<file path="config.mk">
export PLATFORM = sky130hd
export DESIGN_NAME = cra_mulsh
export DESIGN_NICKNAME = d
export VERILOG_FILES = /design/src/rtl/cra_pkg.sv /design/src/rtl/cra_mulsh.sv
export SDC_FILE = /design/constraint.sdc
export NUM_CORES = 2
export LEC_CHECK = 0
export ABC_AREA = 1
export BUFFER_PORTS_ARGS = -buffer_cell sky130_fd_sc_hd__buf_2
export CAP_MARGIN = 20
export CELL_PAD_IN_SITES_DETAIL_PLACEMENT = 1
export CELL_PAD_IN_SITES_GLOBAL_PLACEMENT = 2
export CORE_AREA = 2 2 492 494
export CTS_CLUSTER_SIZE = 40
export DETAILED_ROUTE_END_ITERATION = 8
export DIE_AREA = 0 0 494 496
export PLACE_DENSITY = 0.76
export SLEW_MARGIN = 20
export SYNTH_ARGS = -nofsm -noshare
export SYNTH_HDL_FRONTEND = slang
export SYNTH_SLANG_ARGS = --single-unit
</file>
<file path="constraint.sdc">
create_clock -name clk -period 8.3 [get_ports clk]
set_input_delay 1.66 -clock clk [delete_from_list [all_inputs] [get_ports clk]]
set_output_delay 1.66 -clock clk [all_outputs]
set_load 0.1 [all_outputs]
</file>
<file path="src/rtl/cra_pkg.sv">
`default_nettype none
package cra_pkg;

	// Array geometry
	localparam int CRYSTALS_PER_CLOVER = 4;
	localparam int CLOVER_COUNT        = 2;
	localparam int CHANNELS            = CLOVER_COUNT * CRYSTALS_PER_CLOVER;
	localparam int KINDS               = 9;
	localparam int TABLE_DEPTH         = CHANNELS * KINDS;
	localparam int ADDR_W              = $clog2(TABLE_DEPTH);
	localparam int CL_W                = (CLOVER_COUNT > 1) ? $clog2(CLOVER_COUNT) : 1;
	localparam int CR_W                = 2;
	localparam int TS_W                = 48;
	localparam int COUNT_BITS          = 16;
	localparam int ENERGY_W            = 26;
	localparam int WINDOW_W            = 16;

	localparam logic [WINDOW_W-1:0] WINDOW_RESET = 16'd1000;
	localparam logic [ENERGY_W-1:0] ENERGY_MAX   = {ENERGY_W{1'b1}};
	localparam logic [COUNT_BITS-1:0] COUNT_MAX  = {COUNT_BITS{1'b1}};

	// Item functions
	localparam logic [1:0] FUNC_HIT   = 2'd0;
	localparam logic [1:0] FUNC_WRITE = 2'd1;
	localparam logic [1:0] FUNC_FLUSH = 2'd2;

	// Coefficient slots within one channel's row
	localparam logic [3:0] KIND_OLD_OFF   = 4'd0;
	localparam logic [3:0] KIND_LOW_OFF   = 4'd3;
	localparam logic [3:0] KIND_HIGH_OFF  = 4'd6;

	// Result kinds
	localparam logic RES_HIT   = 1'b0;
	localparam logic RES_EVENT = 1'b1;

	typedef struct packed {
		logic [1:0]         func;
		logic [2:0]         detector_channel;
		logic [TS_W-1:0]    hit_timestamp;
		logic [19:0]        hit_energy;
		logic [3:0]         coefficient_kind;
		logic signed [63:0] coefficient_value;
	} in_t;

	typedef struct packed {
		logic                  result_kind;
		logic                  clover_number;
		logic [1:0]            crystal;
		logic [ENERGY_W-1:0]   energy_out;
		logic [TS_W-1:0]       time_out;
		logic [TS_W-1:0]       event_span;
		logic [15:0]           count_crystal_a;
		logic [15:0]           count_crystal_b;
		logic [15:0]           count_crystal_c;
		logic [15:0]           count_crystal_d;
		logic                  last_of_run;
	} out_t;

	typedef enum logic [1:0] {
		SH_32,
		SH_48,
		SH_56
	} mul_shift_t;

	typedef struct packed {
		logic               start;
		logic signed [63:0] a;
		logic signed [63:0] b;
		mul_shift_t         shift;
	} mul_req_t;

	typedef struct packed {
		logic               done;
		logic signed [63:0] p;
	} mul_rsp_t;

	typedef enum logic [4:0] {
		ST_IDLE,
		ST_DECODE,
		ST_FETCH0,
		ST_FETCH1,
		ST_FETCH2,
		ST_FETCH3,
		ST_ADC_WAIT,
		ST_SEL0,
		ST_SEL1,
		ST_SEL2,
		ST_SEL3,
		ST_T1_WAIT,
		ST_SQ_WAIT,
		ST_T2_WAIT,
		ST_SUM,
		ST_EMIT_HIT,
		ST_EMIT_EV,
		ST_UPDATE,
		ST_FLUSH
	} state_t;

endpackage
`default_nettype wire

</file>
<file path="src/rtl/cra_mulsh.sv">
`default_nettype none
// Signed 64x64 multiply, floor shift right and saturate to 64 bits.
// One 32x32 multiplier is reused over four partial products.
module cra_mulsh import cra_pkg::*; (
	input  wire logic     clk,
	input  wire logic     arst_n,
	input  wire mul_req_t req,
	output mul_rsp_t      rsp
);

	logic               busy_q;
	logic [2:0]         step_q;
	logic               done_q;
	logic [63:0]        ua_q;
	logic [63:0]        ub_q;
	logic               neg_q;
	mul_shift_t         sh_q;
	logic [63:0]        prod_s1;
	logic [1:0]         off_s1;
	logic [127:0]       acc_q;
	logic signed [63:0] p_q;

	logic [31:0]  a_part;
	logic [31:0]  b_part;
	logic [127:0] addend;
	logic [63:0]  sat_val;

	// Partial product operands: (lo,lo) (lo,hi) (hi,lo) (hi,hi)
	assign a_part = step_q[1] ? ua_q[63:32] : ua_q[31:0];
	assign b_part = step_q[0] ? ub_q[63:32] : ub_q[31:0];

	always_comb begin
		unique case (off_s1)
			2'd1:    addend = {32'd0, prod_s1, 32'd0};
			2'd2:    addend = {prod_s1, 64'd0};
			default: addend = {64'd0, prod_s1};
		endcase
	end

	// Saturate the shifted 128-bit product
	always_comb begin
		unique case (sh_q)
			SH_32: sat_val = ((&acc_q[127:95]) || !(|acc_q[127:95])) ? acc_q[95:32]
				: (acc_q[127] ? 64'h8000_0000_0000_0000 : 64'h7FFF_FFFF_FFFF_FFFF);
			SH_48: sat_val = ((&acc_q[127:111]) || !(|acc_q[127:111])) ? acc_q[111:48]
				: (acc_q[127] ? 64'h8000_0000_0000_0000 : 64'h7FFF_FFFF_FFFF_FFFF);
			default: sat_val = ((&acc_q[127:119]) || !(|acc_q[127:119])) ? acc_q[119:56]
				: (acc_q[127] ? 64'h8000_0000_0000_0000 : 64'h7FFF_FFFF_FFFF_FFFF);
		endcase
	end

	// Sequencing
	always_ff @(posedge clk or negedge arst_n) begin
		if (!arst_n) begin
			busy_q <= 1'b0;
			step_q <= 3'd0;
			done_q <= 1'b0;
		end else begin
			done_q <= 1'b0;
			if (!busy_q) begin
				if (req.start) begin
					busy_q <= 1'b1;
					step_q <= 3'd0;
				end
			end else begin
				if (step_q == 3'd6) begin
					busy_q <= 1'b0;
					done_q <= 1'b1;
				end
				step_q <= step_q + 3'd1;
			end
		end
	end

	// Datapath
	always_ff @(posedge clk) begin
		if (!busy_q) begin
			if (req.start) begin
				ua_q  <= req.a[63] ? 64'(-req.a) : 64'(req.a);
				ub_q  <= req.b[63] ? 64'(-req.b) : 64'(req.b);
				neg_q <= req.a[63] ^ req.b[63];
				sh_q  <= req.shift;
				acc_q <= '0;
			end
		end else begin
			if (step_q < 3'd4) begin
				prod_s1 <= 64'(a_part) * 64'(b_part);
				off_s1  <= 2'(step_q[1]) + 2'(step_q[0]);
			end
			if (step_q >= 3'd1 && step_q <= 3'd4)
				acc_q <= acc_q + addend;
			if (step_q == 3'd5 && neg_q)
				acc_q <= 128'd0 - acc_q;
			if (step_q == 3'd6)
				p_q <= sat_val;
		end
	end

	assign rsp.done = done_q;
	assign rsp.p    = p_q;

endmodule
`default_nettype wire

</file>
==> impl_metrics.ini <==
[floorplan]
die-area_mm2 = 0.245
core_mm2 = 0.240
die_w_um = 494
initial_core_util_pct = 29.9
die-height_um = 496
rows = 180
pin_count = 198

[sta]
rsz0062_at_grt = false
slew-limit-headroom_pct = 17.1
setup_viol = 0
drv_slew = 0
hold_viol = 0
min_period_over_period_pct = 97.3
fin_skew_ns = 0.0824
fmax_ghz = 0.124
fin_crit_ns = 8.07
worstMarginPinSlew_ns = 1.23

[cells_and_area]
layout.cells.non_filler = 13900
multiInputGateArea_mm2 = 0.0504
area_delta_synth_final_pct = 12.7
drive_above_1_share_pct = 7.71
nets = 12100
ff_latch_area_mm2 = 0.0118
n_fill_cell = 30300

[worst_setup_path]
worst-setup-path-type = flop to flop
start_kind = flop
crit_family = adder cells
cp_num_buf_inv = 9
crit_path_max_incr_delay_ns = 0.58
cp.arrival_ns = 8.54
cp.required_ns = 8.76
crit_top_cell = fa_1
crit_slowest_cell = fa_1
critPathMaxFanout = 32
cp-end-kind = flop

[synth]
synth_most_common_cell = nand2_1
synth_top_area_share_pct = 25.1
synth_area_mm2 = 0.0715
yosys_warnings = 0
synth_edf_count = 389
synth_area_leaders = fa_1, edfxtp_1, nand2_1
synth_top_family_by_area = adder cells
yosysTopAreaCell = fa_1
synth-simple-area-share_pct = 27.8
synth_compound_area_share_pct = 7.09
synth_nets = 11800
synth.top_cells.by_count = nand2_1, inv_1, nor2_1
synth_xor_area_share_pct = 2.82
synth-adder-area-share_pct = 32.1
synth.area.mux_share_pct = 0
ys_seq_area_share_pct = 16.5
synth-seq-cells = 394
syn_inst = 10400
synth.avg_cell_area_um2 = 6.91
ys.flop_type = edfxtp_1
async_flop_share_pct = 1.27
synth.distinct_cells = 52

[route]
vias_per_cell = 5.06
route.detailed.wl_per_inst_um = 26.0
vias = 70100
drt-total-wl_um = 360000
drtAntennaViolNets = 0
drc = 0
dr.pass1.iters = 5
first_iter_violations = 4968

[cts]
cts_buffers = 54
clkLatencyLatePin_ns = 0.77
cts_num_sinks = 394
cts_tree = done
h-tree-depth = 2
cts_buffer_depth = 3
holdBufCountCts = 0
cts-root-buf = clkbuf_16
path_clk_slew_ns = 0.07

[grt]
grt_max_degree = 130
grt_pass1_vias = 74900
globalRoute.totalOverflow = 0
grtUsageTotal_pct = 29.1
grt_pass1_wl_um = 515000
antenna_found_initial = 10

[placement]
place_inst = 13700
hpwl_um = 309000
gp_congestion = 1.04
io_buffers = 197

[outcome]
status = completed

[hold_path]
hold_class = flop to flop

[flow_run]
cap_viol_max_count = 0
## routing by layer
layer  vias to the layer above  wire (um)  GRT usage, %  share of wire, %
met5                         -         23             0            0.0064
met1                     35100     148000          35.8                41
met4                         4      26500          17.5               7.4
met3                       669      18200          3.16               5.1
met2                      2235     168000          48.9                47
li1                      32100          -             -                 -
## timing repair
| action | 4_1_cts | 5_1_grt |
|---|---|---|
| endpoints found under the hold margin | 0 | 0 |
| resized for setup | 17 | 57 |
| buffers inserted | 9 | 14 |
| pin swaps | 0 | 5 |
| endpoints found under the setup margin | 40 | 32 |
## stage by stage
step                hold slack (ns)  TNS (ns)  instance area, um2  worst slack, ns  util, %
detailed placement            0.772    -16.30               78200           -0.803     32.6
global placement              0.740    -14.05               78100           -0.741     32.6
floorplan                     0.574         0               71600            0.464        -
CTS                           0.786         0               80300           0.0120     33.5
finish                        0.789         0               80600            0.226     33.6
global route                  0.815         0               80600          0.00195     33.6
## state kept, by name (all words and copies together) (netlist names)
signal,count
acc_q,128
done_q,1
prod_s1,64
neg_q,1
p_q,64
busy_q,1
sh_q,2
ub_q,64
step_q,3
ua_q,64
off_s1,2
## worst paths after layout
check                                           start               endpoint  slack, ns  depth (start not counted)
worst min register to register  step_q[2]$_DFFE_PN0P_  step_q[2]$_DFFE_PN0P_       0.79                          2
worst max register to register  step_q[1]$_DFFE_PN0P_  prod_s1[57]$_DFFE_PP_       0.23                         29
max in group asynchronous                      arst_n  step_q[0]$_DFFE_PN0P_       6.94                          1
min in group asynchronous                      arst_n       done_q$_DFF_PN0_       0.91                          1
worst max-delay path            step_q[1]$_DFFE_PN0P_  prod_s1[57]$_DFFE_PP_       0.23                         29
worst min-delay path            step_q[2]$_DFFE_PN0P_  step_q[2]$_DFFE_PN0P_       0.79                          2
## area by class of cell
type	instances	area share, %
Antenna cell	5	0.0155
Clock buffer	59	1.72
Clock inverter	42	0.757
Inverter	2318	10.9
Multi-Input combinational cell	7355	62.5
Sequential cell	394	14.6
Tap cell	3185	4.94
Timing Repair Buffer	511	4.60
## logic make-up after synthesis
group | count (synthesis)
DFF | 394
adders and majority gates | 1296
and+or+nand+nor | 4878
buffers and inverters | 2609
AOI/OAI and AO/OA | 951
xor gates and xnor gates | 230
## layout by cell type, fill, tap and decap left out, drive strengths merged, types with 125 or more instances in the layout
cell / synthesis / layout
buf: 20 / 511
ha: 399 / 399
a21oi: 348 / 348
inv: 2302 / 2301
nor2: 1410 / 1410
nand3: 480 / 480
nand4: 125 / 125
nand2: 2588 / 2588
edfxtp: 389 / 389
fa: 897 / 897
xor2: 186 / 186
o21ai: 439 / 439
## worst min-delay path, cell delays in order (launching register included)
cell	delay (ns)
dfrtp_1	0.46
inv_1	0.18
a21oi_1	0.10
Power is left out: the tool's default activity adds up to more than one toggle a clock period on the data nets, which glitch-free logic cannot reach.
